$ cat src/rtl/core/line_follower_pid_drive_unit_macros.svh
// Assertion macros for the line follower PID drive unit.
// Used by the top level; no other dependencies.
`ifndef LINE_FOLLOWER_PID_DRIVE_UNIT_MACROS_SVH
`define LINE_FOLLOWER_PID_DRIVE_UNIT_MACROS_SVH
`ifndef SYNTHESIS
`define LFP_ASSERT_IMP(label, clk, rst_n, a, c) \
  label: assert property (@(posedge clk) disable iff (!rst_n) (a) |-> (c)) \
    else $error("assertion failed");
`define LFP_ASSERT_NXT(label, clk, rst_n, a, c) \
  label: assert property (@(posedge clk) disable iff (!rst_n) (a) |=> (c)) \
    else $error("assertion failed");
`else
`define LFP_ASSERT_IMP(label, clk, rst_n, a, c)
`define LFP_ASSERT_NXT(label, clk, rst_n, a, c)
`endif
`endif

$ cat src/rtl/core/lfp_pkg.sv
// Shared constants and types for the line follower PID drive unit.
// No dependencies.
`timescale 1ns / 1ps
package lfp_pkg;
  localparam int ERR_W = 14;
  localparam int ACC_W = 48;
  // register indexes
  localparam logic [2:0] REG_GAIN_P = 3'd0;
  localparam logic [2:0] REG_GAIN_I = 3'd1;
  localparam logic [2:0] REG_GAIN_D = 3'd2;
  localparam logic [2:0] REG_GAIN_R = 3'd3;
  localparam logic [2:0] REG_BASE_L = 3'd4;
  localparam logic [2:0] REG_BASE_R = 3'd5;
  localparam logic [2:0] REG_MAX_SPD = 3'd6;
  localparam logic [2:0] REG_CENTER = 3'd7;
  // side codes
  localparam logic [1:0] SIDE_RIGHT = 2'd0;
  localparam logic [1:0] SIDE_LEFT = 2'd1;
  localparam logic [1:0] SIDE_CENTER = 2'd2;
  localparam logic [3:0] IDLE_SAT = 4'd15;

  // sequencer to MAC-unit control
  typedef struct packed {
    logic clear;
    logic load;
  } mac_ctl_t;

  // duty from signed speed; forward when fwd set
  function automatic logic [9:0] duty_of(input logic signed [7:0] s, input logic fwd);
    logic [7:0] mag;
    mag = s[7] ? 8'(-s) : 8'(s);
    if (s[7] == fwd) duty_of = 10'd0;
    else duty_of = 10'({2'b0, mag} * 10'd10);
  endfunction
endpackage

$ cat src/rtl/core/lfp_mac.sv
// Shared signed multiply-accumulate unit, one product per cycle.
// Depends on lfp_pkg.
`timescale 1ns / 1ps
module lfp_mac (
  input  logic                          clk,
  input  lfp_pkg::mac_ctl_t             ctl,
  input  logic signed [17:0]            op_a,
  input  logic [23:0]                   op_b,
  output logic signed [lfp_pkg::ACC_W-1:0] acc
);
  import lfp_pkg::*;
  logic signed [ACC_W-1:0] acc_r, acc_nxt, prod;
  logic signed [42:0]      prod_full;
  // 18 x 25 signed product, sign-extended to the accumulator width
  assign prod_full = op_a * $signed({1'b0, op_b});
  assign prod = ACC_W'(prod_full);
  // clear drops the old sum; load adds the product (both may be set)
  always_comb begin
    acc_nxt = (ctl.clear ? '0 : acc_r) + (ctl.load ? prod : '0);
  end
  always_ff @(posedge clk) begin
    acc_r <= acc_nxt;
  end
  assign acc = acc_r;
endmodule

$ cat src/rtl/core/line_follower_pid_drive_unit.sv
// Top level of the line follower PID drive unit: sequencer, history, APB regs.
// Depends on lfp_pkg, lfp_mac and the assertion macro header.
// Usage:
//   in_valid/in_ready carry one 5-bit sensor beat; out_valid/out_ready carry
//   one beat of four PWM duties, line position and the line-lost flag.
//   The APB port writes gains, base speeds, max speed and center position;
//   write it only while no beat is in work.
//   Processing: after a beat is accepted, the sequencer forms the lit-sensor
//   sum, position (shift or reciprocal multiply) and history push, runs the
//   shared multiply-accumulate unit for P, I and D, truncates the steering
//   term and forms the absolute-sum product, then clamps speeds and loads
//   the result register. A new beat is accepted only once the previous
//   result beat has been taken; in_ready is high only while the sequencer
//   is idle.
//   When the receiver stalls, the result register holds and in_ready stays
//   low until the result beat is taken.
//   Reset clears history, previous error, side, idle count and loads the
//   default register values; no clearing pass is needed.
`timescale 1ns / 1ps
`include "line_follower_pid_drive_unit_macros.svh"
module line_follower_pid_drive_unit #(
  parameter int HISTORY_DEPTH = 5
) (
  input  logic        clk,
  input  logic        rst_n,
  input  logic        in_valid,
  output logic        in_ready,
  input  logic [4:0]  in_sensor_bits,
  output logic        out_valid,
  input  logic        out_ready,
  output logic [9:0]  out_left_forward_duty,
  output logic [9:0]  out_left_reverse_duty,
  output logic [9:0]  out_right_forward_duty,
  output logic [9:0]  out_right_reverse_duty,
  output logic [12:0] out_line_position,
  output logic        out_line_lost,
  input  logic        psel,
  input  logic        penable,
  input  logic        pwrite,
  input  logic [4:0]  paddr,
  input  logic [31:0] pwdata,
  output logic [31:0] prdata,
  output logic        pready
);
  import lfp_pkg::*;
  localparam logic [2:0] ST_IDLE = 3'd0, ST_POS = 3'd1, ST_MAC = 3'd2,
                         ST_MS = 3'd3, ST_FIN = 3'd4, ST_OUT = 3'd5;
  localparam int HS_W = ERR_W + $clog2(HISTORY_DEPTH + 1);

  // configuration registers
  logic [23:0] gain_p_r, gain_i_r, gain_d_r, gain_r_r;
  logic [6:0]  base_l_r, base_r_r, max_spd_r;
  logic [12:0] center_r;
  logic        wr_en;
  assign pready = 1'b1;
  assign wr_en = psel & penable & pwrite;
  always_ff @(posedge clk) begin
    if (!rst_n) begin
      gain_p_r <= 24'd131; gain_i_r <= 24'd66; gain_d_r <= 24'd983040;
      gain_r_r <= 24'd0; base_l_r <= 7'd92; base_r_r <= 7'd92;
      max_spd_r <= 7'd100; center_r <= 13'd3000;
    end else if (wr_en) begin
      case (paddr[4:2])
        REG_GAIN_P:  gain_p_r <= pwdata[23:0];
        REG_GAIN_I:  gain_i_r <= pwdata[23:0];
        REG_GAIN_D:  gain_d_r <= pwdata[23:0];
        REG_GAIN_R:  gain_r_r <= pwdata[23:0];
        REG_BASE_L:  base_l_r <= pwdata[6:0];
        REG_BASE_R:  base_r_r <= pwdata[6:0];
        REG_MAX_SPD: max_spd_r <= pwdata[6:0];
        REG_CENTER:  center_r <= pwdata[12:0];
        default: ;
      endcase
    end
  end
  always_comb begin
    case (paddr[4:2])
      REG_GAIN_P:  prdata = {8'd0, gain_p_r};
      REG_GAIN_I:  prdata = {8'd0, gain_i_r};
      REG_GAIN_D:  prdata = {8'd0, gain_d_r};
      REG_GAIN_R:  prdata = {8'd0, gain_r_r};
      REG_BASE_L:  prdata = {25'd0, base_l_r};
      REG_BASE_R:  prdata = {25'd0, base_r_r};
      REG_MAX_SPD: prdata = {25'd0, max_spd_r};
      REG_CENTER:  prdata = {19'd0, center_r};
      default:     prdata = '0;
    endcase
  end

  // sequencer state and datapath registers
  logic [2:0]  st_r, st_nxt;
  logic [1:0]  cnt_r, cnt_nxt;
  logic [4:0]  bits_r;
  logic [12:0] pos_r;
  logic        lost_r;
  logic signed [ERR_W-1:0] hist_r [HISTORY_DEPTH];
  logic signed [ERR_W-1:0] prev_r;
  logic [1:0]  side_r, side_nxt;
  logic [3:0]  idle_r;
  logic signed [ACC_W-1:0] ms_r;
  logic signed [HS_W-1:0] isum, rsum;
  logic signed [ERR_W-1:0] err, err_new;
  logic signed [ACC_W-1:0] acc;
  mac_ctl_t    mac_ctl;
  logic signed [17:0] op_a;
  logic [23:0] op_b;

  // weighted sum, count and highest lit side
  logic [13:0] wsum;
  logic [2:0]  wcnt;
  always_comb begin
    wsum = '0; wcnt = '0; side_nxt = side_r;
    for (int k = 0; k < 5; k++) begin
      if (bits_r[k]) begin
        wsum = wsum + 14'(1000 * (k + 1));
        wcnt = wcnt + 3'd1;
        side_nxt = (k < 2) ? SIDE_LEFT : ((k == 2) ? SIDE_CENTER : SIDE_RIGHT);
      end
    end
  end

  // position = wsum / wcnt; shifts for 1, 2, 4, reciprocal for 3 and 5
  logic [12:0] pos;
  logic [29:0] recip_p;
  always_comb begin
    case (wcnt)
      3'd3:    recip_p = {16'd0, wsum} * 30'd21846;
      3'd5:    recip_p = {16'd0, wsum} * 30'd13108;
      default: recip_p = '0;
    endcase
    case (wcnt)
      3'd1:       pos = wsum[12:0];
      3'd2:       pos = wsum[13:1];
      3'd4:       pos = {1'b0, wsum[13:2]};
      3'd3, 3'd5: pos = recip_p[28:16];
      default:    pos = 13'd0;
    endcase
  end
  assign err_new = $signed({1'b0, center_r}) - $signed({1'b0, pos});

  // signed and absolute history sums
  always_comb begin
    isum = '0; rsum = '0;
    for (int k = 0; k < HISTORY_DEPTH; k++) begin
      isum = isum + HS_W'(hist_r[k]);
      rsum = rsum + (hist_r[k][ERR_W-1] ? -HS_W'(hist_r[k]) : HS_W'(hist_r[k]));
    end
  end
  assign err = hist_r[0];

  // MAC operands: P, I, D in the MAC steps, absolute-sum term after
  logic signed [ERR_W:0] dlt;
  assign dlt = (ERR_W+1)'(err) - (ERR_W+1)'(prev_r);
  always_comb begin
    op_a = '0; op_b = '0;
    if (st_r == ST_MS) begin
      op_a = 18'(rsum); op_b = gain_r_r;
    end else begin
      case (cnt_r)
        2'd0:    begin op_a = 18'(err);  op_b = gain_p_r; end
        2'd1:    begin op_a = 18'(isum); op_b = gain_i_r; end
        default: begin op_a = 18'(dlt);  op_b = gain_d_r; end
      endcase
    end
  end
  assign mac_ctl.clear = (st_r == ST_POS) || (st_r == ST_MS);
  assign mac_ctl.load  = (st_r == ST_MAC) || (st_r == ST_MS);

  lfp_mac u_mac (.clk(clk), .ctl(mac_ctl), .op_a(op_a), .op_b(op_b), .acc(acc));

  // speed math; accumulator holds the absolute-sum term in ST_FIN
  logic signed [ACC_W-1:0] lt, rt, lfix, rfix;
  logic signed [7:0]  lspd, rspd, hi;
  logic [6:0] mxc;
  assign mxc = (max_spd_r > 7'd100) ? 7'd100 : max_spd_r;
  assign hi = $signed({1'b0, mxc});
  function automatic logic signed [7:0] clampv(input logic signed [47:0] v,
                                              input logic signed [7:0] h);
    if (v > 48'(h)) clampv = h;
    else if (v < -48'sd100) clampv = -8'sd100;
    else clampv = 8'(v);
  endfunction
  always_comb begin
    lt = $signed({41'd0, base_l_r}) + ms_r;
    rt = $signed({41'd0, base_r_r}) - ms_r;
    lfix = ((lt <<< 16) - acc) / 48'sd65536;
    rfix = ((rt <<< 16) - acc) / 48'sd65536;
    lspd = clampv(lfix, hi);
    rspd = clampv(rfix, hi);
    // line lost: fixed search turn from last side and idle count
    if (lost_r) begin
      if (idle_r < IDLE_SAT) begin
        if (side_r == SIDE_LEFT)        begin lspd = 8'sd100; rspd = -8'sd20; end
        else if (side_r == SIDE_CENTER) begin lspd = 8'sd100; rspd = 8'sd100; end
        else                            begin lspd = -8'sd20; rspd = 8'sd100; end
      end else begin
        if (side_r == SIDE_LEFT)        begin lspd = 8'sd70;  rspd = -8'sd53; end
        else if (side_r == SIDE_CENTER) begin lspd = 8'sd100; rspd = 8'sd100; end
        else                            begin lspd = -8'sd53; rspd = 8'sd70; end
      end
    end
  end

  // control sequencer
  always_comb begin
    st_nxt = st_r; cnt_nxt = cnt_r;
    case (st_r)
      ST_IDLE: if (in_valid) st_nxt = ST_POS;
      ST_POS: begin st_nxt = ST_MAC; cnt_nxt = '0; end
      ST_MAC: begin
        cnt_nxt = cnt_r + 2'd1;
        if (cnt_r == 2'd2) st_nxt = ST_MS;
      end
      ST_MS:   st_nxt = ST_FIN;
      ST_FIN:  st_nxt = ST_OUT;
      ST_OUT:  if (out_ready) st_nxt = ST_IDLE;
      default: st_nxt = ST_IDLE;
    endcase
  end
  assign in_ready = (st_r == ST_IDLE);
  assign out_valid = (st_r == ST_OUT);

  always_ff @(posedge clk) begin
    if (!rst_n) begin
      st_r <= ST_IDLE; cnt_r <= '0; prev_r <= '0; side_r <= SIDE_RIGHT;
      idle_r <= '0; bits_r <= '0; pos_r <= '0; lost_r <= 1'b0; ms_r <= '0;
      for (int k = 0; k < HISTORY_DEPTH; k++) hist_r[k] <= '0;
    end else begin
      st_r <= st_nxt; cnt_r <= cnt_nxt;
      case (st_r)
        ST_IDLE: if (in_valid) bits_r <= in_sensor_bits;
        ST_POS: begin
          pos_r  <= pos;
          lost_r <= (wcnt == 3'd0);
          side_r <= side_nxt;
          idle_r <= (wcnt != 3'd0) ? 4'd0 :
                    ((idle_r < IDLE_SAT) ? idle_r + 4'd1 : idle_r);
          for (int k = HISTORY_DEPTH - 1; k > 0; k--) hist_r[k] <= hist_r[k-1];
          hist_r[0] <= err_new;
        end
        ST_MAC: if (cnt_r == 2'd2) prev_r <= err;
        ST_MS:  ms_r <= acc / 48'sd65536;
        default: ;
      endcase
    end
  end

  // result register
  always_ff @(posedge clk) begin
    if (st_r == ST_FIN) begin
      out_left_forward_duty  <= duty_of(lspd, 1'b1);
      out_left_reverse_duty  <= duty_of(lspd, 1'b0);
      out_right_forward_duty <= duty_of(rspd, 1'b1);
      out_right_reverse_duty <= duty_of(rspd, 1'b0);
      out_line_position      <= pos_r;
      out_line_lost          <= lost_r;
    end
  end

  `LFP_ASSERT_NXT(a_out_hold, clk, rst_n, out_valid && !out_ready, out_valid)
  `LFP_ASSERT_IMP(a_excl, clk, rst_n, 1'b1, !(in_ready && out_valid))
  `LFP_ASSERT_IMP(a_idle_sat, clk, rst_n, 1'b1, idle_r <= IDLE_SAT)
endmodule
$ cat config.mk
export PLATFORM = sky130hd
export DESIGN_NAME = line_follower_pid_drive_unit
export DESIGN_NICKNAME = d
export VERILOG_FILES = /design/src/rtl/core/lfp_pkg.sv /design/src/rtl/core/lfp_mac.sv /design/src/rtl/core/line_follower_pid_drive_unit.sv
export VERILOG_INCLUDE_DIRS = /design/src /design/src/rtl/core
export SDC_FILE = /design/constraint.sdc
export NUM_CORES = 2
export LEC_CHECK = 0
export ABC_CLOCK_PERIOD_IN_PS = 14990
export BUFFER_PORTS_ARGS = -buffer_cell sky130_fd_sc_hd__buf_4
export CAP_MARGIN = 20
export CORE_MARGIN = 2
export CORE_UTILIZATION = 61
export CTS_BUF_LIST = sky130_fd_sc_hd__clkbuf_4 sky130_fd_sc_hd__clkbuf_8
export CTS_CLUSTER_DIAMETER = 60
export DETAILED_ROUTE_END_ITERATION = 6
export MAX_ROUTING_LAYER = met4
export PLACE_DENSITY = 0.78
export SYNTH_ARGS = -nofsm -noshare
export SYNTH_HDL_FRONTEND = slang
export SYNTH_HIERARCHICAL = 1
export SYNTH_SLANG_ARGS = --single-unit
$ cat constraint.sdc
create_clock -name clk -period 14.99 [get_ports clk]
set_clock_uncertainty 0.05 [all_clocks]
set_input_delay 1.499 -clock clk [delete_from_list [all_inputs] [get_ports clk]]
set_output_delay 1.499 -clock clk [all_outputs]
set_load 0.005 [all_outputs]
# --- Word-level counts from Yosys, hierarchy flattened ---
# Memories as Yosys holds them, arrays and structs flattened.
# Cells that the tools add are included.
classes:
  add_sub_neg: 35
  mul: 5
  magnitude_cmp: 6
  n_eq_ne: 24
  mux: 63
  bitwise: 10
  n_reduce_logical: 27
op_table:
  columns: ["cell", "n"]
  rows:
  - ["$pmux 32 s8", 1]
  - ["$mux 8", 16]
  - ["$mux 14", 9]
  - ["$add 48x1->48", 2]
  - ["$gt 48x8->1", 2]
  - ["$lt 48x8->1 const B", 2]
  - ["$mux 48", 2]
  - ["$sub 48x48->48", 2]
  - ["$mux 17", 5]
  - ["$neg 14->17", 5]
  - ["$add 17x17->17", 4]
  - ["$pmux 29 s2", 1]
  - ["$pmux 13 s4", 1]
  - ["$add 48x48->48", 1]
  - ["$pmux 24 s2", 1]
  - ["$reduce_or 16->1", 3]
  - ["$mul 18x25->43", 1]
  - ["$pmux 18 s2", 1]
  - ["$add 32x1->32", 1]
  - ["$add 8x32->32", 1]
  - ["$sub 8x32->32", 1]
  - ["$add 14x12->14 const B", 2]
  - ["$mul 14x14->28 const B", 1]
  - ["$mul 14x12->26 const B", 1]
  - ["other kinds (44)", 104]
word_totals:
  ff_bits: 308
  ramBits: 70
  input_bits: 49
  out_inout_bits: 89
  word_cells: 199
  memories: 1
memory_table:
  columns: ["name", "depth", "word_bits", "rd", "rd_clocked_by_memory_dff", "write_ports", "line", "rtl"]
  rows:
  - ["hist_r", 5, 14, 5, 0, 5, "line_follower_pid_drive_unit.sv:96", "logic signed [ERR_W-1:0] hist_r [HISTORY_DEPTH];"]

# --- Logic depth before layout (Yosys ltp) ---
logic_depth:
  ltp_word: 14
  depth_mapped: 60
  depth_no_buf: 58

# --- Hierarchy ---
# Netlist, hierarchy kept.
modules_own_cells:
  columns: ["module", "n_inst", "cells_each", "area_each_um2", "seq_area_each_um2"]
  rows:
  - ["line_follower_pid_drive_unit", 1, 4102, 34794.6, 7727.4]
  - ["lfp_mac", 1, 2216, 18500.2, 960.9]

# --- Least setup slack after synthesis ---
# No wires, ideal clock.
synth_timing:
  path_kind: "flip-flop to flip-flop"
  from: "memory hist_r[0][13]"
  to: "register u_mac.acc_r[47], in the netlist u_mac/acc[47]"
  setup_ns: 0.135
  t_arrival_ns: 12.749
  required_time_ns: 14.805
  slack_ns: 2.055
  stages_incl_launch_ff: 53
  path_buffers: 4
  synth_period_minus_slack_ns: 12.935
  cell_sequence: "edfxtp_1 clkbuf_1 clkbuf_1 o21ai_0 fa_1 fa_1 inv_1 fa_1 inv_1 ha_1 a21o_1 a21oi_1 o21ai_0 a21oi_1 o21ai_0 a21oi_1 o21ai_0 a21oi_1 [... 17 more ...] inv_1 ha_1 and2_1 and3_1 a221o_1 a2bb2oi_1 nand2_1 a21o_1 a41oi_1 mux2i_1 ha_1 clkbuf_1 nand4_1 or4_1 o211ai_1 mux2i_1 o311ai_0 xnor2_1"
synth_rtl:
  columns: ["item", "line", "rtl"]
  rows:
  - ["start: declaration", "line_follower_pid_drive_unit.sv:96", null]
  - ["end signal: assignment", "lfp_mac.sv:22", "acc_r <= acc_nxt;"]
  - ["end: declaration", "lfp_mac.sv:12", "logic signed [ACC_W-1:0] acc_r, acc_nxt, prod;"]

==> impl_results.md <==
- Status: complete, no violations
- Post-synth EDFFs: 120
- Vias in the first global route: 44,828
- Top cell by count, worst path: fa_1
- Clock transition at the registers of the reported paths: 0.06 ns
- Synth Register Bits: 374
- Area fraction in compound gates after synthesis: 0.157
- Grt ovf: 0
- CP Data Arrival Time: 14.70 ns
- Antenna-violating nets left: 0
- Most instantiated library cell after synthesis: nand2_1
- Fin nets: 7,429
- Largest family of logic cells by synthesized area: adder cells
- Final worst path period need: 14.21 ns
- Die area: 89,700 um^2
- Initial Util: 0.615
- CTS root buf: clkbuf_8
- Initial antenna violation count: 3
- Total core area: 86,600 um^2
- Worst-Margin Slew: 1.22 ns
- Cells after Synth: 6,318
- CTS tree: built
- # rows: 108
- Slowest stage delay, CP: 0.56 ns
- Relative max-transition margin: 0.184
- Max-Cap Viols: 0
- All-layer global routing usage: 0.341
- First-pass GRT wire length: 239,000 um
- Slew Limit Fails: 0
- Final setup vio count: 0
- Pin count of the biggest net entering global routing: 91
- Mapped cell area: 53,300 um^2
- Area Overhead vs Synth: 6.94%
- Static leakage: 26.3 nW
- Yosys cell types: 128
- Via Count: 45,575
- Final hold vios: 0
- Dominant cell type by area after synthesis: fa_1
- Worst skew pair latency: 0.71 ns
- Post-route setup TNS: 0 ns
- I/O Buffers: 114
- Unrepaired setup endpoints after global routing: false
- Gpl congestion: 0.981
- Cell total after placement: 7,388
- Min Hold Slack: 0.379 ns
- Hold buffer count at CTS: 0
- Inserted Clock Buffers: 73
- Ys Warns: 6
- # DRC: 0
- Pre-antenna DRT Iters: 6
- IR drop worst, VDD: 0.233 mV
- Mux share of post-synthesis cell area: 0.0181
- Setup crit start kind: flop
- Power per cell area: 213 nW/um^2
- TritonCTS sink count: 374
- Post-synthesis sequential area ratio: 0.163
- IO Pins: 138
- FFs w/ async S/R, synth: 0
- Initial drt markers: 3,809
- Max stage delay cell, worst path: fa_1
- Critical path peak fanout: 10
- Synth Area in Simple Gates: 0.196
- Final cell count without fillers: 7,533
- Width of the die: 300 um
- Ranking of synthesized cells by area: fa_1 20%, ha_1 13%, dfxtp_1 9.5%
- Crit. End Element: flop
- Post-Synth XOR/XNOR Area: 0.0671
- HP Class: reg2reg
- Syn Area/Cell: 8.44 um^2
- Layout cell share with drive strength beyond 1: 0.0751
- Fin crit share: 0.948
- DRT Wirelength: 149,000 um
- Adder-cell share of the synthesized area: 0.324
- Kind of critical path: reg2reg
- Via density: 6.05
- HPWL Detailed: 116,000 um
- Max Clk Rate: 70.4 MHz
- Max H-tree Level: 3
- Most used flip-flop cell after synthesis: dfxtp_1
- Die height: 300 um
- Max clock buf depth: 3
- Worst EP required: 15.48 ns
- DR WL/cell: 19.7 um
- Synth top cells by count: 880 x nand2_1, 746 x inv_1, 544 x ha_1
- Top cell type's share of synthesized area: 0.196
[cells in the final DEF, fill, tap and decap left out, drive strengths merged, types with 105 or more instances in the layout]
cell type / netlist / final
nor2: 353 / 353
nand2: 883 / 883
dfxtp: 254 / 254
nor2b: 129 / 129
o21ai: 179 / 179
and2: 211 / 211
inv: 746 / 750
a21boi: 128 / 128
fa: 521 / 521
clkbuf: 256 / 105
ha: 544 / 544
edfxtp: 120 / 120
a21o: 122 / 122
buf: 37 / 191
a21oi: 270 / 271
xnor2: 294 / 294
[final cells by class]
cell class / instances / area [um^2]
Clock inverter: 30 / 294
Inverter: 747 / 2800
Timing Repair Buffer: 191 / 1470
Tap cell: 1155 / 1450
Antenna cell: 3 / 7.51
Fill cell: 7193 / 29600
Multi-Input combinational cell: 4928 / 40900
Clock buffer: 105 / 1360
Sequential cell: 374 / 8690
[per-stage QoR]
step / instance area (um^2) / utilization / power, mW / setup slack (ns)
CTS: 56900 / 0.657 / 12.1 / 0.741
detailed placement: 55200 / 0.638 / 10.8 / 0.833
finish: 57000 / 0.658 / 12.1 / 0.781
global placement: 55200 / 0.638 / 10.6 / 0.993
global route: 57000 / 0.658 / 13.5 / 0.00102
floorplan: 53400 / - / 8.61 / 2.06
[critical path, delay by kind of cell (launching register included)]
| family | cells | cell delay, ns |
|---|---|---|
| simple gates | 4 | 0.57 |
| buf+inv | 4 | 0.46 |
| flops | 1 | 0.44 |
| compound gates | 26 | 5.51 |
| mux | 1 | 0.36 |
| fa+ha+maj | 13 | 6.05 |
| xor+xnor | 3 | 0.60 |
[worst paths after layout]
kind                         startpoint                        endpoint  slack [ns]  cells past startpoint
min reg2reg       pos_r[4]$_SDFFE_PN0P_  out_line_position[4]$_DFFE_PP_        0.38                      0
max          hist_r[0][0]$_SDFFCE_PN0P_           u_mac/acc[46]$_DFF_P_        0.78                     51
min               pos_r[4]$_SDFFE_PN0P_  out_line_position[4]$_DFFE_PP_        0.38                      0
max reg2reg  hist_r[0][0]$_SDFFCE_PN0P_           u_mac/acc[46]$_DFF_P_        0.78                     51
[cells by family after synthesis]
family | after synthesis
simple gates | 2147
other cells | 2
xor+xnor | 401
fa+ha+maj | 1066
mux | 80
compound gates | 1208
buf+inv | 1040
flops | 374
[what timing repair did]
item | in CTS | in global routing
resized for setup | 0 | 6
setup buffers | 0 | 4
setup endpoints to repair | 0 | 6
[report_power, final]
| part | switching (mW) | total [mW] | internal [mW] |
|---|---|---|---|
| clock | 0.498 | 1.16 | 0.664 |
| combinational | 5.79 | 9.63 | 3.84 |
| sequential | 0.122 | 1.35 | 1.23 |
[per-layer routing]
metal / global-route usage / share of wire
met4: 0.129 / 0.044
met1: 0.450 / 0.42
met3: 0.0602 / 0.088
met2: 0.526 / 0.45
met5: - / 0
[flip-flops by register name, indices dropped and copies added, names as in the netlist, 7 cells and up]
name,cells
out_right_forward_duty,9
out_line_position,13
max_spd_r,7
prev_r,14
gain_r_r,24
pos_r,13
out_left_reverse_duty,9
out_left_forward_duty,9
out_right_reverse_duty,9
u_mac/acc,48
gain_i_r,24
center_r,13
ms_r,32
hist_r,70
gain_d_r,24
base_r_r,7
base_l_r,7
gain_p_r,24
No activity file was read; power rests on OpenSTA's default activity.
